**src/design/nsc_pkg.sv**
```systemverilog
// Package for the NMEA sentence checker: character codes, verdict codes and
// the result beat type shared by the parser, the output queue and the top level.
// No dependencies.
`default_nettype none

package nsc_pkg;

   // Characters that steer the parser
   localparam logic [7:0] CharDollar = 8'h24;
   localparam logic [7:0] CharComma  = 8'h2C;
   localparam logic [7:0] CharStar   = 8'h2A;
   localparam logic [7:0] CharCr     = 8'h0D;
   localparam logic [7:0] CharLf     = 8'h0A;

   // Sentences with fewer tokens than this are rejected
   localparam int unsigned MinTokens = 3;
   // Characters kept of the sentence type
   localparam int unsigned TypeChars = 6;

   typedef enum logic [1:0] {
      STATUS_VALID    = 2'd0,
      STATUS_MISMATCH = 2'd1,
      STATUS_TOO_FEW  = 2'd2
   } status_type;

   // One verdict beat
   typedef struct packed {
      status_type  status;
      logic        checksum_present;
      logic [5:0]  data_field_count;
      logic [47:0] sentence_type;
      logic [7:0]  computed_checksum;
      logic [7:0]  received_checksum;
   } result_type;

endpackage

`default_nettype wire

```
**src/design/nsc_parser.sv**
```systemverilog
// Input register and per-byte sentence parser of the NMEA sentence checker.
// Depends on nsc_pkg; hands finished verdicts to nsc_out_queue.
`default_nettype none

module nsc_parser
   import nsc_pkg::*;
#(
   parameter int unsigned MAX_TOKENS = 63
) (
   input  wire logic        clock,
   input  wire logic        reset,
   input  wire logic        req_valid,
   output logic             req_ready,
   input  wire logic [7:0]  req_rx_byte,
   input  wire logic        queue_full,
   output logic             emit,
   output result_type       result
);

   localparam int unsigned CW = $clog2(MAX_TOKENS + 1);
   localparam int unsigned EW = CW + 6;

   // Returns {is_hex, value}
   function automatic logic [4:0] hex_decode(input logic [7:0] c);
      logic [4:0] r;
      r = 5'd0;
      if (c >= 8'h30 && c <= 8'h39) begin
         r = {1'b1, 4'(c - 8'h30)};
      end else if (c >= 8'h61 && c <= 8'h66) begin
         r = {1'b1, 4'(c - 8'h57)};
      end else if (c >= 8'h41 && c <= 8'h46) begin
         r = {1'b1, 4'(c - 8'h37)};
      end
      return r;
   endfunction

   // Input register
   logic       in_valid_ff, in_valid_in;
   logic [7:0] byte_ff;

   // Sentence state
   logic          in_sentence_ff, in_sentence_in;
   logic          star_seen_ff, star_seen_in;
   logic [7:0]    running_xor_ff, running_xor_in;
   logic [7:0]    hex_value_ff, hex_value_in;
   logic          hex_stopped_ff, hex_stopped_in;
   logic          hex_digits_ff, hex_digits_in;
   logic          token_open_ff, token_open_in;
   logic [CW-1:0] token_count_ff, token_count_in;
   logic [CW-1:0] data_tokens_ff, data_tokens_in;
   logic [47:0]   type_chars_ff, type_chars_in;
   logic [2:0]    type_length_ff, type_length_in;

   logic          advance;
   logic          ends_sentence;
   logic [4:0]    hex;
   logic [CW-1:0] dt;
   logic [EW-1:0] dt_ext;
   logic [EW-1:0] data_m1;

   // A terminator needs room in the queue; every other byte moves on at once
   assign ends_sentence = in_sentence_ff && byte_ff != CharDollar &&
                          (byte_ff == CharCr || byte_ff == CharLf);
   assign advance   = in_valid_ff && (!ends_sentence || !queue_full);
   assign req_ready = !in_valid_ff || advance;
   assign hex       = hex_decode(byte_ff);

   always_comb begin
      if (req_valid && req_ready) begin
         in_valid_in = 1'b1;
      end else if (advance) begin
         in_valid_in = 1'b0;
      end else begin
         in_valid_in = in_valid_ff;
      end
   end

   always_ff @(posedge clock) begin
      if (reset) begin
         in_valid_ff <= 1'b0;
      end else begin
         in_valid_ff <= in_valid_in;
      end
      if (req_valid && req_ready) begin
         byte_ff <= req_rx_byte;
      end
   end

   // Verdict for the sentence held in the state registers
   always_comb begin
      dt_ext  = EW'(data_tokens_ff);
      data_m1 = (dt_ext == '0) ? '0 : dt_ext - EW'(1);
      result.data_field_count  = (data_m1 > EW'(63)) ? 6'd63 : data_m1[5:0];
      result.checksum_present  = star_seen_ff && hex_digits_ff;
      result.sentence_type     = type_chars_ff;
      result.computed_checksum = running_xor_ff;
      result.received_checksum = hex_value_ff;
      if (token_count_ff < CW'(MinTokens)) begin
         result.status = STATUS_TOO_FEW;
      end else if (star_seen_ff && running_xor_ff != hex_value_ff) begin
         result.status = STATUS_MISMATCH;
      end else begin
         result.status = STATUS_VALID;
      end
   end

   // Next sentence state for the byte in the input register
   always_comb begin
      in_sentence_in = in_sentence_ff;
      star_seen_in   = star_seen_ff;
      running_xor_in = running_xor_ff;
      hex_value_in   = hex_value_ff;
      hex_stopped_in = hex_stopped_ff;
      hex_digits_in  = hex_digits_ff;
      token_open_in  = token_open_ff;
      token_count_in = token_count_ff;
      data_tokens_in = data_tokens_ff;
      type_chars_in  = type_chars_ff;
      type_length_in = type_length_ff;
      dt             = data_tokens_ff;
      emit           = 1'b0;

      if (advance) begin
         if (byte_ff == CharDollar || ends_sentence) begin
            // Start, restart or end of a sentence: clear everything
            emit           = ends_sentence;
            in_sentence_in = !ends_sentence;
            star_seen_in   = 1'b0;
            running_xor_in = '0;
            hex_value_in   = '0;
            hex_stopped_in = 1'b0;
            hex_digits_in  = 1'b0;
            token_open_in  = 1'b0;
            token_count_in = '0;
            data_tokens_in = '0;
            type_chars_in  = '0;
            type_length_in = '0;
         end else if (in_sentence_ff) begin
            if (!star_seen_ff && byte_ff == CharStar) begin
               // First star closes the checksummed part
               star_seen_in  = 1'b1;
               token_open_in = 1'b0;
            end else begin
               // Checksum accumulation or hex collection
               if (!star_seen_ff) begin
                  running_xor_in = running_xor_ff ^ byte_ff;
               end else if (!hex_stopped_ff) begin
                  if (hex[4]) begin
                     hex_value_in  = {hex_value_ff[3:0], hex[3:0]};
                     hex_digits_in = 1'b1;
                  end else begin
                     hex_stopped_in = 1'b1;
                  end
               end
               // Token tracking and type capture
               if (byte_ff == CharComma || byte_ff == CharStar) begin
                  token_open_in = 1'b0;
               end else begin
                  if (!token_open_ff) begin
                     token_open_in = 1'b1;
                     if (token_count_ff < CW'(MAX_TOKENS)) begin
                        token_count_in = token_count_ff + CW'(1);
                     end
                     if (!star_seen_ff && data_tokens_ff < CW'(MAX_TOKENS)) begin
                        dt = data_tokens_ff + CW'(1);
                     end
                  end
                  data_tokens_in = dt;
                  if (!star_seen_ff && dt == CW'(1) && type_length_ff < 3'(TypeChars)) begin
                     for (int i = 0; i < 6; i++) begin
                        if (type_length_ff == 3'(5 - i)) begin
                           type_chars_in[8*i +: 8] = byte_ff;
                        end
                     end
                     type_length_in = type_length_ff + 3'd1;
                  end
               end
            end
         end
      end
   end

   always_ff @(posedge clock) begin
      if (reset) begin
         in_sentence_ff <= 1'b0;
         star_seen_ff   <= 1'b0;
         running_xor_ff <= '0;
         hex_value_ff   <= '0;
         hex_stopped_ff <= 1'b0;
         hex_digits_ff  <= 1'b0;
         token_open_ff  <= 1'b0;
         token_count_ff <= '0;
         data_tokens_ff <= '0;
         type_chars_ff  <= '0;
         type_length_ff <= '0;
      end else begin
         in_sentence_ff <= in_sentence_in;
         star_seen_ff   <= star_seen_in;
         running_xor_ff <= running_xor_in;
         hex_value_ff   <= hex_value_in;
         hex_stopped_ff <= hex_stopped_in;
         hex_digits_ff  <= hex_digits_in;
         token_open_ff  <= token_open_in;
         token_count_ff <= token_count_in;
         data_tokens_ff <= data_tokens_in;
         type_chars_ff  <= type_chars_in;
         type_length_ff <= type_length_in;
      end
   end

endmodule

`default_nettype wire

```
**src/design/nsc_out_queue.sv**
```systemverilog
// Two-entry result queue of the NMEA sentence checker; drives the rsp_ channel.
// Depends on nsc_pkg for the result beat type.
`default_nettype none

module nsc_out_queue
   import nsc_pkg::*;
(
   input  wire logic        clock,
   input  wire logic        reset,
   input  wire logic        wr_en,
   input  wire result_type  wr_data,
   output logic             full,
   output logic             rsp_valid,
   input  wire logic        rsp_ready,
   output result_type       rd_data
);

   result_type entry_ff [2];
   logic       wr_ptr_ff, wr_ptr_in;
   logic       rd_ptr_ff, rd_ptr_in;
   logic [1:0] count_ff, count_in;
   logic       pop;

   assign full      = count_ff == 2'd2;
   assign rsp_valid = count_ff != 2'd0;
   assign pop       = rsp_valid && rsp_ready;
   assign rd_data   = entry_ff[rd_ptr_ff];

   // Pointer and fill count update
   always_comb begin
      wr_ptr_in = wr_en ? !wr_ptr_ff : wr_ptr_ff;
      rd_ptr_in = pop ? !rd_ptr_ff : rd_ptr_ff;
      count_in  = count_ff + 2'(wr_en) - 2'(pop);
   end

   always_ff @(posedge clock) begin
      if (reset) begin
         wr_ptr_ff <= 1'b0;
         rd_ptr_ff <= 1'b0;
         count_ff  <= 2'd0;
      end else begin
         wr_ptr_ff <= wr_ptr_in;
         rd_ptr_ff <= rd_ptr_in;
         count_ff  <= count_in;
      end
   end

   // Result storage
   always_ff @(posedge clock) begin
      if (wr_en) begin
         entry_ff[wr_ptr_ff] <= wr_data;
      end
   end

endmodule

`default_nettype wire

```
**src/design/nmea_sentence_checker_core.sv**
```systemverilog
// Top level of the NMEA sentence checker: parser with input register feeding a
// two-entry result queue. Depends on nsc_pkg, nsc_parser and nsc_out_queue.
//
//   channel | direction | handshake           | payload
//   req_    | in        | req_valid/req_ready | req_rx_byte
//   rsp_    | out       | rsp_valid/rsp_ready | status, checksum_present, counts, type, sums
//
// One byte beat is accepted per cycle while req_ready is high; a byte is parsed from the
// input register, and a CR or LF that ends a sentence then writes its verdict to the queue.
// The result queue holds two verdicts; only a terminator byte that ends a sentence waits
// for queue room, so req_ready falls only while the queue is full and such a terminator
// sits in the input register. Reset is synchronous and clears the sentence state and queue.
`default_nettype none

module nmea_sentence_checker_core
   import nsc_pkg::*;
#(
   parameter int unsigned MAX_TOKENS = 63
) (
   input  wire logic        clock,
   input  wire logic        reset,
   input  wire logic        req_valid,
   output logic             req_ready,
   input  wire logic [7:0]  req_rx_byte,
   output logic             rsp_valid,
   input  wire logic        rsp_ready,
   output logic [1:0]       rsp_status,
   output logic             rsp_checksum_present,
   output logic [5:0]       rsp_data_field_count,
   output logic [47:0]      rsp_sentence_type,
   output logic [7:0]       rsp_computed_checksum,
   output logic [7:0]       rsp_received_checksum
);

   logic       queue_full;
   logic       emit;
   result_type result;
   result_type head;

   nsc_parser #(
      .MAX_TOKENS (MAX_TOKENS)
   ) u_parser (
      .clock       (clock),
      .reset       (reset),
      .req_valid   (req_valid),
      .req_ready   (req_ready),
      .req_rx_byte (req_rx_byte),
      .queue_full  (queue_full),
      .emit        (emit),
      .result      (result)
   );

   nsc_out_queue u_out_queue (
      .clock     (clock),
      .reset     (reset),
      .wr_en     (emit),
      .wr_data   (result),
      .full      (queue_full),
      .rsp_valid (rsp_valid),
      .rsp_ready (rsp_ready),
      .rd_data   (head)
   );

   // Result fields
   assign rsp_status            = head.status;
   assign rsp_checksum_present  = head.checksum_present;
   assign rsp_data_field_count  = head.data_field_count;
   assign rsp_sentence_type     = head.sentence_type;
   assign rsp_computed_checksum = head.computed_checksum;
   assign rsp_received_checksum = head.received_checksum;

endmodule

`default_nettype wire
```
**config.mk**
```make
export PLATFORM = sky130hd
export DESIGN_NAME = nmea_sentence_checker_core
export DESIGN_NICKNAME = d
export VERILOG_FILES = /design/src/design/nsc_pkg.sv /design/src/design/nsc_parser.sv /design/src/design/nsc_out_queue.sv /design/src/design/nmea_sentence_checker_core.sv
export SDC_FILE = /design/constraint.sdc
export NUM_CORES = 1
export LEC_CHECK = 0
export BUFFER_PORTS_ARGS = -buffer_cell sky130_fd_sc_hd__buf_4
export CAP_MARGIN = 10
export CORE_MARGIN = 5
export CORE_UTILIZATION = 43
export DETAILED_ROUTE_END_ITERATION = 16
export GPL_ROUTABILITY_DRIVEN = 0
export PLACE_DENSITY = 0.72
export SYNTH_ARGS = -nofsm -noshare
export SYNTH_HDL_FRONTEND = slang
export SYNTH_SLANG_ARGS = --single-unit
```
**constraint.sdc**
```tcl
create_clock -name clock -period 15.05 [get_ports clock]
set_input_delay 3.01 -clock clock [delete_from_list [all_inputs] [get_ports clock]]
set_output_delay 3.01 -clock clock [all_outputs]
set_load 0.005 [all_outputs]
```
-- Word level (Yosys, flattened, before mapping)
Memories as Yosys holds them, arrays and structs flattened. A register that Yosys moved wholly into a read port is not among the register bits.
Index checks and enable logic that the tools add are counted.
- memory bits (read-only): 0
- bits in registers: 97
- latch bits: 0
- RAM bits: 146
- logic and storage cells: 195
- input bits: 12
- memories kept: 1
- memory list (memory ; words ; bits a word ; read ports ; clocked after Yosys merged registers in ; wr ports ; RTL line ; RTL):
    u_out_queue.entry_ff ; 2 ; 73 ; 1 ; 1 ; 1 ; nsc_out_queue.sv:18 ; result_type entry_ff [2];
- shift operators: 0
- bitwise logic cells: 1
- eq/ne operators: 19
- muxes and demuxes: 77
- $add $sub $neg: 9
- reduce and logical (&&, ||, !) cells: 56
- magnitude comparators: 11
- multiply operators: 0
- divide/modulo/power cells: 0
- operators by type and width (operator ; number):
    $mux W48 ; 5
    $mux W8 ; 16
    $mux W6 ; 18
    $reduce_and A6 Y1 ; 8
    $mux W1 ; 28
    $reduce_bool A2 Y1 ; 14
    $eq A8 B6 Y1 const B ; 3
    $eq A8 B4 Y1 const B ; 2
    $ge A8 B7 Y1 const B ; 2
    $le A8 B7 Y1 const B ; 2
    $mux W3 ; 5
    $mux W5 ; 3
    $logic_and A1 B1 Y1 ; 14
    $add A6 B1 Y6 const B ; 2
    $gt A12 B6 Y1 const B ; 1
    $lt A6 B6 Y1 const B ; 2
    $mux W12 ; 1
    $reduce_and A4 Y1 ; 3
    $ge A8 B6 Y1 const B ; 1
    $le A8 B6 Y1 const B ; 1
    $ne A8 B6 Y1 const B ; 1
    $ne A8 B8 Y1 ; 1
    $sub A4 B3 Y4 const B ; 2
    $xor A8 B8 Y8 ; 1
    other kinds (22) ; 37

-- Logic depth before layout (Yosys ltp)
- word-level depth: 17
- gate-level depth with buffers: 13
- depth with buffers taken out: 12

-- By module
From an unflattened synthesis, not the netlist that was laid out.
- cell total of the unflattened synthesis: 716
- area total of the unflattened synthesis: 10124.7 um^2
- by module, submodules not included (module ; times used ; cells each ; sequential area each (um^2) ; area each (um^2)):
    nsc_out_queue ; 1 ; 250 ; 4484.3 ; 5863.1
    nsc_parser ; 1 ; 466 ; 1941.9 ; 4261.6

-- Least setup slack after synthesis
No wires, ideal clock.
- path type: reg-to-reg
- start point: reg u_parser.byte_ff[5]
- end point: mem u_out_queue.entry_ff[0][0] in the netlist's numbering, enable pin
- path buffers: 0
- setup slack: 9.788 ns
- data arrival time: 4.758 ns
- required time: 14.546 ns
- stages on the path, launching flop included: 6
- library setup time: 0.504 ns
- cells stage by stage: edfxtp_1 or4b_4 or3_4 nor2_1 inv_1 nor2_1
- cells in the longest elaborated chain, start to end: 9
- ends and longest elaborated chain (what ; RTL line ; RTL):
    start, declared ; nsc_parser.sv:39 ; logic [7:0] byte_ff;
    start signal, assigned ; nsc_parser.sv:85 ; byte_ff <= req_rx_byte;
    $ne A8 B6 Y1 / $eq A8 B4 Y1 (equally long branches) ; nsc_parser.sv:62, nsc_parser.sv:63 ;
    $logic_and A1 B1 Y1 / $logic_or A1 B1 Y1 (equally long branches) ; nsc_parser.sv:62, nsc_parser.sv:63 ;
    $logic_and A1 B1 Y1 ; nsc_parser.sv:62 ; assign ends_sentence = in_sentence_ff && byte_ff != CharDollar &&
    $logic_not A1 Y1 ; nsc_parser.sv:64 ; assign advance = in_valid_ff && (!ends_sentence || !queue_full);
    $logic_or A1 B1 Y1 ; nsc_parser.sv:64 ;
    $logic_and A1 B1 Y1 ; nsc_parser.sv:64 ;
    $mux W1 (*) ; nsc_parser.sv:123 ; if (advance) begin
    $mux W1 (*) ; nsc_out_queue.sv:50 ; if (wr_en) begin
    $mux W1 (implied by the code) (*) ; nsc_out_queue.sv:51 ; entry_ff[wr_ptr_ff] <= wr_data;
    end, declared ; nsc_out_queue.sv:18 ;
Mark *: on every way between the ends. The rest lies on a longest branch, timed or not.

-- Worst setup path in the final report
- start point: reg u_parser.byte_ff[5]
- end point: out req_ready
- cells in the longest elaborated chain, start to end: 7
- ends and longest elaborated chain (what ; RTL line ; RTL):
    $ne A8 B6 Y1 / $eq A8 B4 Y1 (equally long branches) ; nsc_parser.sv:62, nsc_parser.sv:63 ;
    $logic_and A1 B1 Y1 / $logic_or A1 B1 Y1 (equally long branches) ; nsc_parser.sv:62, nsc_parser.sv:63 ;
    $logic_and A1 B1 Y1 (*) ; nsc_parser.sv:62 ;
    $logic_not A1 Y1 (*) ; nsc_parser.sv:64 ;
    $logic_or A1 B1 Y1 (*) ; nsc_parser.sv:64 ;
    $logic_and A1 B1 Y1 (*) ; nsc_parser.sv:64 ;
    $logic_or A1 B1 Y1 (*) ; nsc_parser.sv:65 ; assign req_ready = !in_valid_ff || advance;
    end, declared ; nmea_sentence_checker_core.sv:23 ; output logic req_ready,
Marks and branches as above.

==> results.md <==
- Cell internal power was estimated by the tool at 1.17 mW.
- Data on the critical path is required at its endpoint by roughly 12 ns.
- TritonCTS built the clock tree.
- The row count is 56.
- In the final layout, flip-flops and latches occupy between 6000 and 7000 um2.
- The cell family with the largest share of critical-path delay is simple AND/OR/NAND/NOR gates.
- The die covers approximately 27000 um2.
- The number of hold buffers added after CTS was 0.
- For met3 alone, demand over resource in global routing was 2.48%.
- Once the clock tree was built, the resizer swapped 0 gates to a different size.
- The floorplan step set the die width to roughly 160 um.
- The number of clock buffers inserted by TritonCTS is 25.
- The y dimension of the die is ~160 um.
- The largest net degree at the start of global routing is 74.
- The Yosys step of the flow raised 0 warnings.
- The flow ran to the end, and the final reports show no timing, DRC or antenna violations.
- In this run the number of H-tree levels came out at 1.
- The average wire per standard cell is about 17 um.
- The kind of critical path is reg -> out.
- Global routing used between 10% and 20% of the available tracks.
- Cells with a size suffix above 1 make up between 20% and 30% of the layout.
- The I/O pin count is between 80 and 90.
- The net count of the finished layout is between 800 and 900.
- The final critical path takes up 36.0% of the cycle.
- After Yosys synthesis, XOR and XNOR cells account for 2.70% of the synthesized area.
- In the routed design, unresolved DRC markers number 0.
- The signal arrival time at the worst endpoint is approximately 2.4 ns.
- The detailed-route via count is 5724.
- After detailed placement, the total cell area comes to ~11000 um2.
- The critical path goes through or4b_4 -> nor3_1 -> nand4b_1 -> buf_4.
- The portion of synthesized area spent on multiplexers is a little over an eighth.
- The finished layout holds roughly 1100 standard cells, fillers aside.
- The simple-gate area share of the yosys netlist is 10.5%.
- The CTS root buffer is clkbuf_16.
- Across the run, the number of max-cap violations was 0.
- For the worst-skew pair, the clock arrives at the later sink with an insertion delay of ~0.50 ns.
- Wires add up to 19.3 mm.
- The netlist uses 58 different library cells.
- The count of final hold-check violations came to 0.
- The number of nets in the synthesized netlist is between 700 and 800.
- The final design instance area without fill is 11800 um2.
- The post-synthesis area per instance is roughly 14 um2.
- The power per cell area is roughly 120 nW/um2.
- Of the total power, the clock network draws a little over two fifths.
- Once the floorplan was initialized, standard cells occupied 43.2% of the core.
- The synthesized design contains between 200 and 250 register bits.
- The most common flop cell mapped by yosys is edfxtp_1.
- Of the total synthesized cell area, the portion taken by full adders, half adders and majority gates is 1.87%.
- Buffers placed on the I/O ports in this run total 86.
- The number of buffers on the longest clock path is 3.
- The largest driver fanout on the critical path is 7.
- The number of synthesized flops with an enable pin is 154.
- Summing the areas of all compound-gate instances in the mapped netlist gives under 10% of the synthesized area.
- The switching part of the total is 21.1%.
- For the final routed database, the setup TNS stands at 0 ns.
- The part of the total power dissipated in combinational logic is 8.7%.
- In the final layout, the multi-input gates occupy ~3400 um2.
- The launch point of the critical path is u_parser.byte_ff[5].
- The cell count after placement is roughly 1100.
- The worst pin sits at a relative slew slack of 29.6%.
- After floorplanning, the core was sized to cover 23300 um2.
- The number of buffers and inverters on the critical path is 1.
- Across all hold checks on the routed design, the worst slack comes to about 0.45 ns.
- The core occupancy in the finished layout is between 50 and 60%.
- The worst clock skew is roughly 0.01 ns.
- The minimum clock period is about 5.4 ns.
- The cell area that synthesis handed to floorplanning was between 10000 and 15000 um2.
- The via count of the first global-routing pass is approximately 5700.
- After clock tree synthesis, the setup repair step added 0 buffers.
- The beginning of the worst register-to-register path is u_parser.byte_ff[5].
- The highest-delay cell along the critical path is or4b_4.
- The TritonCTS sink count is ~240.
- The maximum clock frequency is ~180 MHz.
- STA classifies the critical path startpoint as a flop.
- After technology mapping, the gate count stands at 717.
- The analysis attributes to cell leakage a power of about 4.2 nW.
- The worst hold path begins at u_parser.type_chars_ff[40].
- The number of pins with negative max-slew slack in the final report is 0.
- The maximum vdd drop is 66.4 uV.
- After clock tree synthesis, the clock-pin slew on the worst setup and hold paths is roughly 0.060 ns.
- Setup repair after global routing left no endpoint under its margin.
- Sequential cells were found to cover 64.0% of the synthesized design area.
- Setup violations remaining at the end of the flow were counted as 0.
- The largest single stage delay on the critical path is 0.60 ns.
- For this run, global-route usage on met2 was measured as approximately a quarter.
- The share of flip-flops with an asynchronous set or reset is 0%.
- After the first detailed-routing iteration, the DRC count stood at 336.
- The number of filler cells placed in the layout is 2037.
- The number of antenna violations at the first check in global routing is 0.
- Global routing finished with a remaining overflow of 0.
- STA classifies the critical path endpoint as an output pin.
- The HPWL reported at the end of detailed placement is 12.1 mm.
- The routing layer with the top usage in global route is met2.
- The actual transition at the worst max-transition pin is 1.06 ns.
- The diode insertion count for antenna repair is 0.
- The wire length of the first global-routing pass is just over 30 mm.
- The sequential fraction of design power is 48.3%.
- Relative to the synthesized area, the layout overhead comes to 17.9%.
- The met1 routing resource usage after global routing is around 20%.
- The main combinational cell family by area after synthesis is multiplexers.
- Once detail routing completed, the nets flagged for antenna violations numbered 0.
- After detailed routing, the number of vias per cell comes to 5.02.
- The analysis attributes to net switching a power of about 0.31 mW.
- In this run the worst hold path is classified as reg -> reg.
- The iteration count of the initial detailed-routing pass is 4.
[registers in the layout, summed over array words and instances, names as in the netlist, 2 cells and up, named ones only]
signal                   flops
u_parser.running_xor_ff      8
u_out_queue.entry_ff       146
u_parser.token_count_ff      6
u_out_queue.count_ff         2
u_parser.hex_value_ff        8
u_parser.type_chars_ff      48
u_parser.type_length_ff      3
u_parser.data_tokens_ff      6
u_parser.byte_ff             8
[path summary, 6_finish.rpt]
path | depth (start not counted) | slack, ns | endpoint
hold reg to reg | 0 | 0.45 | u_out_queue.entry_ff[1][56]
setup / recovery | 4 | 9.64 | req_ready
setup reg to reg | 5 | 11.52 | u_out_queue.entry_ff[1][25]
hold / removal | 0 | 0.45 | u_out_queue.entry_ff[1][56]
[cells in the final DEF, fill, tap and decap left out, types with 5 or more instances in the layout]
cell,instances
o21ai_0,10
nor2_1,43
a21oi_1,18
edfxtp_1,154
mux2_2,77
clkinv_2,5
xnor2_1,13
a22o_1,8
clkbuf_16,27
nor3_1,9
dfxtp_1,89
a31oi_1,6
ha_1,15
nand2b_1,56
mux2i_1,49
nor2b_1,5
buf_4,89
nand3_1,8
nand2_1,26
xor2_1,18
nand4_1,5
a211oi_1,5
inv_1,16
[layout make-up]
class | instances | area share (%)
clock buffer | 33 | 6.06
clock inverter | 12 | 1.20
inverter | 16 | 0.507
multi-input combinational | 428 | 28.9
sequential | 244 | 54.3
tap | 319 | 3.37
timing repair buffer | 89 | 5.64
[synthesized netlist by cell type, types with 3 or more instances]
library cell	instances	share of area, %
and2_1	5	0.31
nand2b_1	56	3.5
and3_1	4	0.25
or4_1	3	0.22
clkbuf_1	19	0.71
nand4_1	5	0.31
inv_1	16	0.60
xnor2_1	13	1.1
nor3_1	9	0.45
edfxtp_1	154	46
xor2_1	18	1.6
or3_1	3	0.19
nand2_1	26	0.97
nor2_1	44	1.6
mux2_2	77	8.6
a31oi_1	6	0.37
a21oi_1	18	0.90
ha_1	15	1.9
dfxtp_1	90	18
a21o_1	3	0.22
nand3_1	8	0.40
nor4_1	4	0.25
a211oi_1	5	0.37
buf_2	6	0.30
o21ai_0	10	0.50
o211ai_4	4	0.85
a22o_1	8	0.70
mux2i_1	49	4.9
nor2b_1	5	0.31
[cell families after synthesis]
kind of cell,after synthesis
flops,244
simple gates,188
buf+inv,45
fa+ha+maj,15
xor+xnor,31
mux,126
compound gates,68
[power by group through the flow]
stage / Sequential (mW) / Clock (mW) / Combinational, mW
after floorplan: 0.726 / 0 / 0.0835
after global placement: 0.728 / 0 / 0.132
after detailed placement: 0.728 / 0 / 0.133
after CTS: 0.714 / 0.648 / 0.133
after global routing: 0.714 / 0.679 / 0.141
final: 0.714 / 0.635 / 0.129
[metrics by stage]
step           total power [mW]  setup WS, ns
2_1_floorplan             0.810          9.79
3_3_place_gp              0.860         10.22
3_5_place_dp              0.862         10.17
4_1_cts                    1.50          9.62
5_1_grt                    1.53          9.48
6_report                   1.48          9.64
[metal layers]
| layer | vias up | routed length [um] |
|---|---|---|
| met5 | - | 0 |
| met4 | 0 | 592 |
| met3 | 43 | 891 |
| met2 | 111 | 9140 |
| met1 | 2769 | 8680 |
| li1 | 2801 | - |
Power figures use the tool's default switching activity.
